===== config.mk =====
export PLATFORM = sky130hd
export DESIGN_NAME = date_time_field_editor_top
export DESIGN_NICKNAME = d
export VERILOG_FILES = /design/src/hw/rtl/dtfe_pkg.sv /design/src/hw/rtl/date_time_field_editor_top.sv
export SDC_FILE = /design/constraint.sdc
export NUM_CORES = 1
export LEC_CHECK = 0
export BUFFER_PORTS_ARGS = -buffer_cell sky130_fd_sc_hd__buf_4
export CAP_MARGIN = 20
export CELL_PAD_IN_SITES_DETAIL_PLACEMENT = 1
export CELL_PAD_IN_SITES_GLOBAL_PLACEMENT = 2
export CORE_MARGIN = 2
export CORE_UTILIZATION = 25
export DETAILED_ROUTE_END_ITERATION = 6
export PLACE_DENSITY = 0.56
export SLEW_MARGIN = 20
export SYNTH_ARGS = -nofsm -noshare
export SYNTH_HDL_FRONTEND = slang
export SYNTH_SLANG_ARGS = --single-unit

===== constraint.sdc =====
create_clock -name clk -period 39.9 [get_ports clk]
set_clock_uncertainty 0.2 [all_clocks]
set_input_delay 3.99 -clock clk [delete_from_list [all_inputs] [get_ports clk]]
set_output_delay 3.99 -clock clk [all_outputs]
set_load 0.005 [all_outputs]

===== src/hw/rtl/dtfe_pkg.sv =====
// Package for the date/time field editor: key codes, cursor field codes,
// result record and calendar helpers. No dependencies.
`default_nettype none

package dtfe_pkg;

  typedef enum logic [2:0] {
    KEY_NONE   = 3'd0,
    KEY_OK     = 3'd1,
    KEY_LEFT   = 3'd2,
    KEY_RIGHT  = 3'd3,
    KEY_DOWN   = 3'd4,
    KEY_UP     = 3'd5,
    KEY_CANCEL = 3'd6,
    KEY_LOAD   = 3'd7
  } key_t;

  localparam logic [2:0] FIELD_YEAR   = 3'd0;
  localparam logic [2:0] FIELD_MONTH  = 3'd1;
  localparam logic [2:0] FIELD_DAY    = 3'd2;
  localparam logic [2:0] FIELD_HOUR   = 3'd3;
  localparam logic [2:0] FIELD_MINUTE = 3'd4;
  localparam logic [2:0] FIELD_LAST   = FIELD_MINUTE;

  localparam logic [13:0] YEAR_MAX    = 14'd9999;
  localparam logic [13:0] YEAR_RESET  = 14'd2000;
  localparam logic [3:0]  MONTH_MAX   = 4'd12;
  localparam logic [4:0]  DAY_MAX     = 5'd31;
  localparam logic [4:0]  HOUR_MAX    = 5'd23;
  localparam logic [5:0]  MINUTE_MAX  = 6'd59;

  // floor(y / 100) == (y * DIV100_RECIP) >> DIV100_SHIFT for y < 16384
  localparam logic [12:0] DIV100_RECIP = 13'd5243;
  localparam int          DIV100_SHIFT = 19;

  typedef struct packed {
    logic [13:0] year;
    logic [3:0]  month;
    logic [4:0]  day;
    logic [4:0]  hour;
    logic [5:0]  minute;
    logic [2:0]  cursor;
    logic        commit;
    logic        leave;
  } result_t;

  function automatic logic leap_year(input logic [13:0] y);
    logic [26:0] prod;
    logic [7:0]  q;
    logic [13:0] q100;
    logic [13:0] r;
    prod = 27'(y) * 27'(DIV100_RECIP);
    q    = prod[DIV100_SHIFT+7:DIV100_SHIFT];
    q100 = {q, 6'b0} - {q, 6'b0} + 14'({q, 6'b0}) + 14'({q, 5'b0}) + 14'({q, 2'b0});
    r    = y - q100;
    return (y[1:0] == 2'b00) && ((r != 14'd0) || (q[1:0] == 2'b00));
  endfunction

  function automatic logic [4:0] month_days(input logic [3:0] m, input logic leap);
    logic [4:0] len;
    case (m)
      4'd2:                      len = leap ? 5'd29 : 5'd28;
      4'd4, 4'd6, 4'd9, 4'd11:   len = 5'd30;
      default:                   len = DAY_MAX;
    endcase
    return len;
  endfunction

endpackage

`default_nettype wire


===== src/hw/rtl/date_time_field_editor_top.sv =====
// Date/time field editor top level: key event stream in, edited values out.
// Depends on dtfe_pkg.
//
// Usage:
//   Input channel s_axis: one transfer per key event. s_axis_tuser carries
//   the key code; s_axis_tdata carries the clock values used by a load key.
//   Output channel m_axis: exactly one transfer per input transfer, giving
//   year, month, day, hour, minute, cursor and the commit/leave pulses.
//   Each result is registered, in the output slot or, under a stall, in the skid register.
//   Throughput: one event per cycle while s_axis_tready is high; the edit
//   state is updated by a single registered pass per event.
//   Stall: when m_axis_tready is low the result holds; one further event is
//   taken into a skid register, then s_axis_tready drops until the output
//   drains.
//   Reset (rst, synchronous, active high): date 2000-01-01 00:00, cursor on
//   the year, no key held, both output slots empty.
`default_nettype none

module date_time_field_editor_top (
  input  wire logic        clk,
  input  wire logic        rst,
  input  wire logic        s_axis_tvalid,
  output logic             s_axis_tready,
  // year[13:0], month[17:14], day[22:18], hour[27:23], minute[33:28], zero pad
  input  wire logic [39:0] s_axis_tdata,
  // cmd[2:0]
  input  wire logic [2:0]  s_axis_tuser,
  output logic             m_axis_tvalid,
  input  wire logic        m_axis_tready,
  // year[13:0], month[17:14], day[22:18], hour[27:23], minute[33:28],
  // cursor[36:34], zero pad
  output logic [39:0]      m_axis_tdata,
  // commit[0], leave[1]
  output logic [1:0]       m_axis_tuser
);

  logic [13:0]   year;
  logic [3:0]    month;
  logic [4:0]    day;
  logic [4:0]    hour;
  logic [5:0]    minute;
  logic [2:0]    cursor;
  dtfe_pkg::key_t last_key;

  logic [13:0]   year_next;
  logic [3:0]    month_next;
  logic [4:0]    day_next;
  logic [4:0]    hour_next;
  logic [5:0]    minute_next;
  logic [2:0]    cursor_next;
  dtfe_pkg::key_t last_key_next;
  logic          commit_next;
  logic          leave_next;

  dtfe_pkg::result_t out_data;
  dtfe_pkg::result_t skid_data;
  dtfe_pkg::result_t res_next;
  logic              out_valid;
  logic              skid_valid;

  logic           accept;
  dtfe_pkg::key_t cmd;
  logic [13:0]    ld_year;
  logic [3:0]     ld_month;
  logic [4:0]     ld_day;
  logic [4:0]     ld_hour;
  logic [5:0]     ld_minute;

  assign s_axis_tready = !skid_valid;
  assign accept        = s_axis_tvalid && s_axis_tready;
  assign cmd           = dtfe_pkg::key_t'(s_axis_tuser);
  assign ld_year       = s_axis_tdata[13:0];
  assign ld_month      = s_axis_tdata[17:14];
  assign ld_day        = s_axis_tdata[22:18];
  assign ld_hour       = s_axis_tdata[27:23];
  assign ld_minute     = s_axis_tdata[33:28];

  always_comb begin
    logic       up;
    logic       date_chg;
    logic [4:0] len;
    logic [13:0] y_sat;
    logic [3:0]  m_sat;
    year_next     = year;
    month_next    = month;
    day_next      = day;
    hour_next     = hour;
    minute_next   = minute;
    cursor_next   = cursor;
    last_key_next = last_key;
    commit_next   = 1'b0;
    leave_next    = 1'b0;
    up            = (cmd == dtfe_pkg::KEY_UP);
    date_chg      = 1'b0;
    len           = 5'd0;
    y_sat         = (ld_year > dtfe_pkg::YEAR_MAX) ? dtfe_pkg::YEAR_MAX : ld_year;
    m_sat         = (ld_month == 4'd0) ? 4'd1 :
                    (ld_month > dtfe_pkg::MONTH_MAX) ? dtfe_pkg::MONTH_MAX : ld_month;

    if (cmd == dtfe_pkg::KEY_NONE) begin
      last_key_next = dtfe_pkg::KEY_NONE;
    end else if (cmd == dtfe_pkg::KEY_LOAD) begin
      len           = dtfe_pkg::month_days(m_sat, dtfe_pkg::leap_year(y_sat));
      year_next     = y_sat;
      month_next    = m_sat;
      day_next      = (ld_day == 5'd0) ? 5'd1 : (ld_day > len) ? len : ld_day;
      hour_next     = (ld_hour > dtfe_pkg::HOUR_MAX) ? dtfe_pkg::HOUR_MAX : ld_hour;
      minute_next   = (ld_minute > dtfe_pkg::MINUTE_MAX) ? dtfe_pkg::MINUTE_MAX : ld_minute;
      cursor_next   = dtfe_pkg::FIELD_YEAR;
      last_key_next = dtfe_pkg::KEY_NONE;
    end else if (cmd != last_key) begin
      last_key_next = cmd;
      case (cmd)
        dtfe_pkg::KEY_OK:     commit_next = 1'b1;
        dtfe_pkg::KEY_CANCEL: leave_next  = 1'b1;
        dtfe_pkg::KEY_LEFT: begin
          cursor_next = (cursor == dtfe_pkg::FIELD_YEAR) ? dtfe_pkg::FIELD_LAST
                                                         : cursor - 3'd1;
        end
        dtfe_pkg::KEY_RIGHT: begin
          cursor_next = (cursor == dtfe_pkg::FIELD_LAST) ? dtfe_pkg::FIELD_YEAR
                                                         : cursor + 3'd1;
        end
        dtfe_pkg::KEY_UP, dtfe_pkg::KEY_DOWN: begin
          case (cursor)
            dtfe_pkg::FIELD_YEAR: begin
              date_chg  = 1'b1;
              year_next = up ? ((year == dtfe_pkg::YEAR_MAX) ? 14'd0 : year + 14'd1)
                             : ((year == 14'd0) ? dtfe_pkg::YEAR_MAX : year - 14'd1);
            end
            dtfe_pkg::FIELD_MONTH: begin
              date_chg   = 1'b1;
              month_next = up ? ((month == dtfe_pkg::MONTH_MAX) ? 4'd1 : month + 4'd1)
                              : ((month == 4'd1) ? dtfe_pkg::MONTH_MAX : month - 4'd1);
            end
            dtfe_pkg::FIELD_DAY: begin
              date_chg = 1'b1;
              day_next = up ? ((day == dtfe_pkg::DAY_MAX) ? 5'd1 : day + 5'd1)
                            : ((day == 5'd1) ? dtfe_pkg::DAY_MAX : day - 5'd1);
            end
            dtfe_pkg::FIELD_HOUR: begin
              hour_next = up ? ((hour == dtfe_pkg::HOUR_MAX) ? 5'd0 : hour + 5'd1)
                             : ((hour == 5'd0) ? dtfe_pkg::HOUR_MAX : hour - 5'd1);
            end
            dtfe_pkg::FIELD_MINUTE: begin
              minute_next = up ? ((minute == dtfe_pkg::MINUTE_MAX) ? 6'd0 : minute + 6'd1)
                               : ((minute == 6'd0) ? dtfe_pkg::MINUTE_MAX : minute - 6'd1);
            end
            default: ;
          endcase
          if (date_chg) begin
            len = dtfe_pkg::month_days(month_next, dtfe_pkg::leap_year(year_next));
            if (day_next > len) begin
              day_next = day_next - len;
            end
          end
        end
        default: ;
      endcase
    end

    res_next.year   = year_next;
    res_next.month  = month_next;
    res_next.day    = day_next;
    res_next.hour   = hour_next;
    res_next.minute = minute_next;
    res_next.cursor = cursor_next;
    res_next.commit = commit_next;
    res_next.leave  = leave_next;
  end

  always_ff @(posedge clk) begin
    if (rst) begin
      year     <= dtfe_pkg::YEAR_RESET;
      month    <= 4'd1;
      day      <= 5'd1;
      hour     <= 5'd0;
      minute   <= 6'd0;
      cursor   <= dtfe_pkg::FIELD_YEAR;
      last_key <= dtfe_pkg::KEY_NONE;
    end else if (accept) begin
      year     <= year_next;
      month    <= month_next;
      day      <= day_next;
      hour     <= hour_next;
      minute   <= minute_next;
      cursor   <= cursor_next;
      last_key <= last_key_next;
    end
  end

  always_ff @(posedge clk) begin
    if (rst) begin
      out_valid  <= 1'b0;
      skid_valid <= 1'b0;
    end else if (!out_valid || m_axis_tready) begin
      out_valid  <= skid_valid || accept;
      skid_valid <= 1'b0;
    end else if (accept) begin
      skid_valid <= 1'b1;
    end
  end

  always_ff @(posedge clk) begin
    if (!out_valid || m_axis_tready) begin
      out_data <= skid_valid ? skid_data : res_next;
    end else if (accept) begin
      skid_data <= res_next;
    end
  end

  assign m_axis_tvalid = out_valid;
  assign m_axis_tdata  = {3'b000, out_data.cursor, out_data.minute, out_data.hour,
                          out_data.day, out_data.month, out_data.year};
  assign m_axis_tuser  = {out_data.leave, out_data.commit};

endmodule

`default_nettype wire


Word level (Yosys, flattened, before mapping)
Index checks and enable logic that the tools add are counted.
{"block": "totals", "input_bits": 47, "wordCells": 211, "reg_bits": 120}
{"block": "classes", "add_sub_neg": 23, "muxes": 95, "multipliers": 2, "order_cmp": 6, "eq_ne": 29, "bitwise": 1, "reduce_logical": 30}
{"operator": "14-bit 2-to-1 mux", "count": 13}
{"operator": "5-bit 2-to-1 mux", "count": 32}
{"operator": "4-bit 2-to-1 mux", "count": 14}
{"operator": "14-bit subtractor", "count": 4}
{"operator": "14-bit by 13-bit multiplier with 27-bit output, second input constant", "count": 2}
{"operator": "6-bit 2-to-1 mux", "count": 9}
{"operator": "39-bit 2-to-1 mux", "count": 1}
{"operator": "14-bit by 10-bit adder with 14-bit output", "count": 2}
{"operator": "14-bit by 13-bit adder with 14-bit output", "count": 2}
{"operator": "14-bit adder", "count": 2}
{"operator": "14-bit nonzero test", "count": 2}
{"operator": "3-bit 2-to-1 mux", "count": 8}
{"operator": "4-bit equality test, second input constant", "count": 5}
{"operator": "4-bit by 3-bit equality test with 1-bit output, second input constant", "count": 4}
{"operator": "3-bit equality test, second input constant", "count": 5}
{"operator": "1-bit 2-to-1 mux", "count": 15}
{"operator": "14-bit by 1-bit adder with 14-bit output, second input constant", "count": 1}
{"operator": "14-bit equality test, second input constant", "count": 1}
{"operator": "14-bit greater-than comparator, second input constant", "count": 1}
{"operator": "14-bit zero test", "count": 1}
{"operator": "14-bit by 1-bit subtractor with 14-bit output, second input constant", "count": 1}
{"operator": "3-bit by 2-bit equality test with 1-bit output, second input constant", "count": 4}
{"operator": "5-bit by 1-bit adder with 5-bit output, second input constant", "count": 2}
{"operator": "5-bit equality test, second input constant", "count": 2}
{"operator": "other kinds (34)", "count": 53}

Depth between registers and ports, before layout
Gate-level depths: netlist of the first run.
{"block": "depth", "depth_word": 32, "mapped_depth": 53}

Least setup slack after synthesis of the first run
No wires, ideal clock.
{"block": "synth_path", "path_type": "input to register", "start": "input port s_axis_tuser[0]", "end": "register out_data, in the netlist m_axis_tdata[18], data pin", "path_buffers": 4, "required_ns": 39.431, "path_slack_ns": 24.487, "t_arrival_ns": 14.944, "path_stages": 44, "path_cell_list": "clkbuf_1 > and3b_1 > clkbuf_1 > buf_1 > and2_1 > a22oi_1 > o31ai_1 > fa_1 > ha_1 > fa_1 > inv_1 > fa_1 > fa_1 > inv_1 > ha_1 > a2111oi_0 > o21ai_0 > nor3_1 > (+8 left out) > fa_1 > fa_1 > ha_1 > inv_1 > o22ai_1 > nor4_1 > o211ai_1 > nor4_1 > nand4b_1 > nor4b_1 > a211oi_1 > ha_1 > a221o_1 > a211oi_1 > and3_1 > nor2_1 > o32ai_1 > o31ai_1"}
{"block": "synth_between", "elab_chain_len": 31}
{"item": "from (decl)", "line": "date_time_field_editor_top.sv:27", "source": "input wire logic [2:0] s_axis_tuser,"}
{"item": "3-bit equality test", "line": "date_time_field_editor_top.sv:93, date_time_field_editor_top.sv:113"}
{"item": "14-bit 2-to-1 mux", "line": "date_time_field_editor_top.sv:128", "source": "year_next = up ? ((year == dtfe_pkg::YEAR_MAX) ? 14'd0 : year + 14'd1)"}
{"item": "14-bit 2-to-1 mux", "line": "date_time_field_editor_top.sv:125", "source": "case (cursor)"}
{"item": "14-bit 2-to-1 mux", "line": "date_time_field_editor_top.sv:113", "source": "case (cmd)"}
{"item": "14-bit 2-to-1 mux", "line": "date_time_field_editor_top.sv:111", "source": "end else if (cmd != last_key) begin"}
{"item": "14-bit 2-to-1 mux", "line": "date_time_field_editor_top.sv:102", "source": "end else if (cmd == dtfe_pkg::KEY_LOAD) begin"}
{"item": "14-bit 2-to-1 mux", "line": "date_time_field_editor_top.sv:100", "source": "if (cmd == dtfe_pkg::KEY_NONE) begin"}
{"item": "14-bit by 13-bit multiplier with 27-bit output", "line": "dtfe_pkg.sv:52", "source": "prod = 27'(y) * 27'(DIV100_RECIP);"}
{"item": "(+15 left out)"}
{"item": "5-bit subtractor or 5-bit greater-than comparator (tied branches)", "line": "date_time_field_editor_top.sv:154, date_time_field_editor_top.sv:153"}
{"item": "5-bit 2-to-1 mux", "line": "date_time_field_editor_top.sv:153", "source": "if (day_next > len) begin"}
{"item": "5-bit 2-to-1 mux", "line": "date_time_field_editor_top.sv:151", "source": "if (date_chg) begin"}
{"item": "5-bit 2-to-1 mux", "line": "date_time_field_editor_top.sv:113"}
{"item": "5-bit 2-to-1 mux", "line": "date_time_field_editor_top.sv:111"}
{"item": "5-bit 2-to-1 mux", "line": "date_time_field_editor_top.sv:102"}
{"item": "5-bit 2-to-1 mux (*)", "line": "date_time_field_editor_top.sv:100"}
{"item": "39-bit 2-to-1 mux (*)", "line": "date_time_field_editor_top.sv:206", "source": "out_data <= skid_valid ? skid_data : res_next;"}
{"item": "to (signal assigned)", "line": "date_time_field_editor_top.sv:206"}
{"item": "to (decl)", "line": "date_time_field_editor_top.sv:55", "source": "dtfe_pkg::result_t out_data;"}
Mark *: on every way between the ends. The rest lies on a longest branch, timed or not. The select of a mux whose other input is x is not followed.
A chain may end at the register's enable or synchronous reset.

Worst setup path after layout of the first run
{"block": "layout_path", "start": "input port s_axis_tuser[1]", "end": "register out_data, in the netlist m_axis_tdata[18], data pin"}
The elaborated chain is that of the path after synthesis.

==> results of run 1 <==
==> worst reg2reg max path, delay by kind of cell (launching register included) <==
family,cells,cell delay [ps]
adder cells (fa/ha/maj),12,4770
AND/OR/NAND/NOR,11,2990
AO/OA/AOI/OAI,15,4750
XOR/XNOR,1,170
buffers and inverters,8,790
flip-flops,1,540
==> cells in the mapped netlist, drive strengths merged, types with 25 or more instances <==
library cell  count
ha              265
nor3             25
clkbuf           61
nand2           122
edfxtp           78
mux2             28
dfxtp            42
nor2            107
inv             373
fa              169
o21ai            66
xnor2            29
a21oi            80
nand3            37
==> per-stage QoR <==
stage	util (%)	setup slack [ps]	area [µm²]
floorplan	-	24490	16700
global route	28.6	21510	18800
finish	28.6	22840	18800
detailed placement	27.7	22030	18300
CTS	28.6	22440	18800
global placement	27.7	21940	18300
==> sequential cells by signal, summed over array words and instances (netlist names) <==
name and cells:
month 4, last_key 3, minute 6, year 14, hour 5, m_axis_tvalid 1, skid_valid 1, m_axis_tuser 2
day 5, skid_data 39, m_axis_tdata 37, cursor 3
==> metal layers <==
layer  vias to the layer above  track usage (%)  wire [µm]  part of all wire [%]
li1                       6261                -          -                     -
met4                         0             3.28        733                   1.4
met1                      6538             21.7      25500                    49
met5                         -                0          0                     0
met3                        22             1.30       1010                   1.9
met2                       135             26.7      24600                    47
==> how the worst min path moves through the flow <==
stage	start	slack, ps	endpoint
after floorplan	last_key[2]$_SDFFE_PP0P_	260	last_key[2]$_SDFFE_PP0P_
after global placement	last_key[2]$_SDFFE_PP0P_	270	last_key[2]$_SDFFE_PP0P_
after detailed placement	last_key[0]$_SDFFE_PP0P_	290	last_key[0]$_SDFFE_PP0P_
after CTS	last_key[2]$_SDFFE_PP0P_	320	last_key[2]$_SDFFE_PP0P_
after global routing	last_key[0]$_SDFFE_PP0P_	340	last_key[0]$_SDFFE_PP0P_
final	last_key[0]$_SDFFE_PP0P_	310	last_key[0]$_SDFFE_PP0P_
==> cell families (layout without fill, tap and decap cells) <==
| kind of cell | after synthesis | after routing | share of synthesized area, % |
|---|---|---|---|
| buf+inv | 445 | 508 | 10.2 |
| fa+ha+maj | 434 | 434 | 40.2 |
| simple gates | 410 | 410 | 11.9 |
| compound gates | 335 | 335 | 13.8 |
| flops | 120 | 120 | 19.1 |
| xor+xnor | 49 | 49 | 2.58 |
| mux | 33 | 33 | 2.19 |
| other cells | 1 | 3 | 0.0225 |
==> final cells by class <==
type,count,area [µm²],area share (%)
flip-flops and latches,120,3180,16.9
clock buffers,17,425,2.26
multi-input cells,1264,11800,62.8
repair buffers,103,773,4.11
well taps,864,1080,5.74
inverters,373,1400,7.44
clock inverters,15,141,0.751
==> results.ini, run 1 <==
[worst_setup_path]
critical_path_class=in -> reg
r2r_start=year[1]$_SDFFE_PP0P_
worst-path-stages=46
critPathLaunchType=input pin
critPathSlowestCell=a21oi_1
cp.arrival_ps=17020
critPathBufInv=9
reg2reg_depth=47
slowest_delay_ps=720
worstReg2RegEnd=m_axis_tdata[18]$_DFFE_PP_
crit_start=s_axis_tuser[1]
required_ps=39860
critical-path-top-delay-family=compound AO/OA/AOI/OAI gates
endpoint_kind=flip-flop
path_common_cell=inv_1
setup.worst_path.end=m_axis_tdata[18]$_DFFE_PP_
critPathMaxFanout=14
r2r_slack_ps=25380

[synth]
async_reset_ff_share_pct=0
netlist_area_um2=16700
synth_cell_types=82
synthCells=1827
seq_area_frac_synth_pct=19.1
syn_avg_cell_area_um2=9.12
synth_edf_count=78
ys_ff_latch=120
synth_area_leader_cell=fa_1
synth_top_area_share_pct=20.3
synth_flop_cell=edfxtp_1
ys_top_cells_by_area=fa_1 (20%), ha_1 (20%), edfxtp_1 (14%)
ys_warn_count=0

[place]
dp_cells=2724
place_congestion=0.803
io_buffers=81
dp_hpwl_um=41700

[hold_path]
whs_path_depth=2
hp-class=reg -> reg

[global_route]
grt_pass1_vias=14400
antenna_found_initial=0
grt.total_usage_pct=15.7
gr-total-overflow=0
grt_pass1_wl_um=83300
grt_start_max_net_pins=52

[sta]
grt_setup_unrepaired=no
drv_slew=0
worst_pin_slew_ps=1060
slew_headroom_pct=28.9
hold_viol_final=0
setup-tns-final_ps=0
fmax_mhz=58.6
period_minus_slack_ps=17060
hold-worst-slack_ps=307
finalCritPeriodShare_pct=42.8
final-setup-viol-count=0

[final_layout]
area_growth_pct=13.0
insertedDiodeCount=0
layout_commonest_cell=inv_1
fin_nets=2360
drive_gt1_share_pct=10.1
layout_common_cells=inv_1 (373), ha_1 (265), fa_1 (169)
fillers=7641
fin_cells=2756

[floorplan]
io_pins=91
rows=94
initial_core_util_pct=25.3
coreArea_um2=65900
die_h_um=262
die_w_um=262
die_area_um2=68700

[detailed_routing]
drtIter0Drc=529
drt-pass1-iter-count=5
post-route-drc-count=0
ant_nets=0
wl_um=51900
vias=13000
wire_per_inst_um=18.8
via_per_inst=4.70

[clock_tree]
tritoncts=built
cts_root_buf=clkbuf_16
htree_levels=4
numCtsBuffers=17
cts.sink_count=120
hold_buffers=0
cts-resized-gates=0
cts_buffer_depth=2
path_clk_slew_ps=60
insertion_delay_ps=430
cts_setup_buffers=0

[flow_run]
maxCapViolations=0

[outcome]
status=completed

Power of run 1 is left out: the tool's default activity adds up to more than one toggle a clock period on the data nets, which glitch-free logic cannot reach.
==> run 2: changes to the inputs <==
- clock period: 39.9 -> 16.75 ns (I/O delays scaled with it)
==> run 2 against run 1 <==
Flip-flop and latch count did not move. First-iteration DRC count grew 12%. Core utilization hardly changed. Global-route usage shrank 0.30 points. Worst hold slack worse by 3.9 ps. Register-to-register slack got worse by 23000 ps. Setup slack worse by 21000 ps. Sequential share of layout area hardly changed.
==> results.ini, run 2 (synthesized netlist as in run 1, its figures left out) <==
[floorplan]
die_w_um=262  ; unchanged
die_area_um2=68700  ; unchanged
die_h_um=262  ; unchanged
coreArea_um2=65900  ; unchanged
initial_core_util_pct=25.3  ; unchanged
rows=94  ; unchanged
io_pins=91  ; unchanged

[worst_setup_path]
critPathBufInv=7  ; -2
worstReg2RegEnd=m_axis_tdata[18]$_DFFE_PP_
path_common_cell=fa_1
r2r_start=year[1]$_SDFFE_PP0P_
cp.arrival_ps=14880  ; -2140 ps
critical_path_class=in -> reg
critPathSlowestCell=a21oi_1
critPathLaunchType=input pin
critPathMaxFanout=14  ; unchanged
reg2reg_depth=45  ; -4.3%
endpoint_kind=flip-flop
slowest_delay_ps=760  ; +40 ps
required_ps=16710  ; -23,150 ps
critical-path-top-delay-family=compound AO/OA/AOI/OAI gates
r2r_slack_ps=2000  ; -23,380 ps

[detailed_routing]
ant_nets=0  ; unchanged
post-route-drc-count=0  ; unchanged
wire_per_inst_um=18.6  ; -1.1%
wl_um=51300  ; -1.0%
via_per_inst=4.71  ; +0.18%
vias=13000  ; +0.22%
drtIter0Drc=590  ; +12%
drt-pass1-iter-count=4  ; -1

[global_route]
grt_start_max_net_pins=52  ; unchanged
grtUsageMet2_pct=26.3  ; -0.35 points
grt_pass1_wl_um=81500  ; -2.2%
grt.total_usage_pct=15.4  ; -0.30 points
grt_busiest_layer=met2
use_met3_pct=1.56  ; +0.26 points
gr-total-overflow=0  ; unchanged
antenna_found_initial=0  ; unchanged
grt_pass1_vias=14000  ; -2.2%
met1_usage_pct=21.2  ; -0.43 points

[clock_tree]
cts.sink_count=120  ; unchanged
cts_setup_buffers=0  ; unchanged
hold_buffers=0  ; unchanged
cts_root_buf=clkbuf_16
htree_levels=4  ; unchanged
numCtsBuffers=17  ; unchanged
insertion_delay_ps=440  ; about the same
cts_buffer_depth=2  ; unchanged
cts-resized-gates=0  ; unchanged
path_clk_slew_ps=60  ; about the same
tritoncts=built

[final_layout]
fillers=7672  ; +0.41%
drive_gt1_share_pct=10.2  ; +0.10 points
top_register=skid_data
fin_nets=2361  ; +0.042%
multi_input_area_um2=11800  ; about the same
layout_commonest_cell=inv_1
insertedDiodeCount=0  ; unchanged
seq_area_um2=3180  ; unchanged
largest_reg_flops=39  ; unchanged
area_growth_pct=13.1
layout_common_cells=inv_1 (373), ha_1 (265), fa_1 (169)
fin_cells=2757  ; +0.036%

[sta]
final-setup-viol-count=0  ; unchanged
finalCritPeriodShare_pct=89.0
period_minus_slack_ps=14910
drv_slew=0  ; unchanged
setup-tns-final_ps=0  ; unchanged
grt_setup_unrepaired=no
hold-worst-slack_ps=303  ; -3.94 ps
fmax_mhz=67.1
hold_viol_final=0  ; unchanged
worst_pin_slew_ps=1010  ; -50.8 ps
slew_headroom_pct=32.6  ; +3.6 points

[place]
dp_cells=2725  ; +0.037%
dp_hpwl_um=41500  ; -0.45%
io_buffers=81  ; unchanged
place_congestion=0.794  ; -1.0%

[hold_path]
whs_endpoint=last_key[2]$_SDFFE_PP0P_
whs_path_depth=2  ; unchanged
min_from=last_key[2]$_SDFFE_PP0P_
hp-class=reg -> reg

[outcome]
status=completed

[flow_run]
maxCapViolations=0  ; unchanged

==> run 2: cell count changes in the layout (fill, tap and decap cells not counted), sizes merged <==
cell	previous run	this run
inv	379	377
clkinvlp	4	3
buf	103	104
bufinv	1	0
clkbuf	17	21
==> run 2: worst register-to-register path: cells and delay by family (launching register included) <==
kind | cells | cell delay, ps
AOI/OAI and AO/OA | 14 | 4650
xor gates and xnor gates | 1 | 160
adders and majority gates | 12 | 4880
buffers and inverters | 6 | 720
DFF | 1 | 540
and+or+nand+nor | 12 | 3300
==> run 2: area by class of cell <==
class | instances | share of cell area, %
Sequential cell | 120 | 16.9
Multi-Input combinational cell | 1264 | 62.7
Tap cell | 864 | 5.74
Clock inverter | 11 | 0.451
Inverter | 373 | 7.43
Timing Repair Buffer | 104 | 4.14
Clock buffer | 21 | 2.62
==> run 2: layer usage <==
metal,share of wire [%],vias to the layer above
met3,2.2,27
met1,49,6541
met5,0,-
met2,48,146
met4,1.0,0
li1,-,6270
==> run 2: worst max path at each step <==
stage	start	end	slack, ps	cells after the start
6_report	s_axis_tuser[1]	m_axis_tdata[18]$_DFFE_PP_	1840	44
4_1_cts	s_axis_tuser[1]	m_axis_tdata[18]$_DFFE_PP_	1660	43
3_5_place_dp	s_axis_tuser[1]	m_axis_tdata[18]$_DFFE_PP_	1280	44
2_1_floorplan	s_axis_tuser[0]	m_axis_tdata[18]$_DFFE_PP_	3650	44
3_3_place_gp	s_axis_tuser[1]	m_axis_tdata[18]$_DFFE_PP_	1320	44
5_1_grt	s_axis_tuser[1]	m_axis_tdata[18]$_DFFE_PP_	940	43
==> run 2: metrics by stage <==
stage               util, %  instance area [µm²]  setup slack [ps]
finish                 28.6                18800              1840
global route           28.6                18800               935
CTS                    28.6                18800              1660
detailed placement     27.7                18300              1280
global placement       27.7                18300              1320
floorplan                 -                16700              3650
Power of run 2 is left out for the same reason.
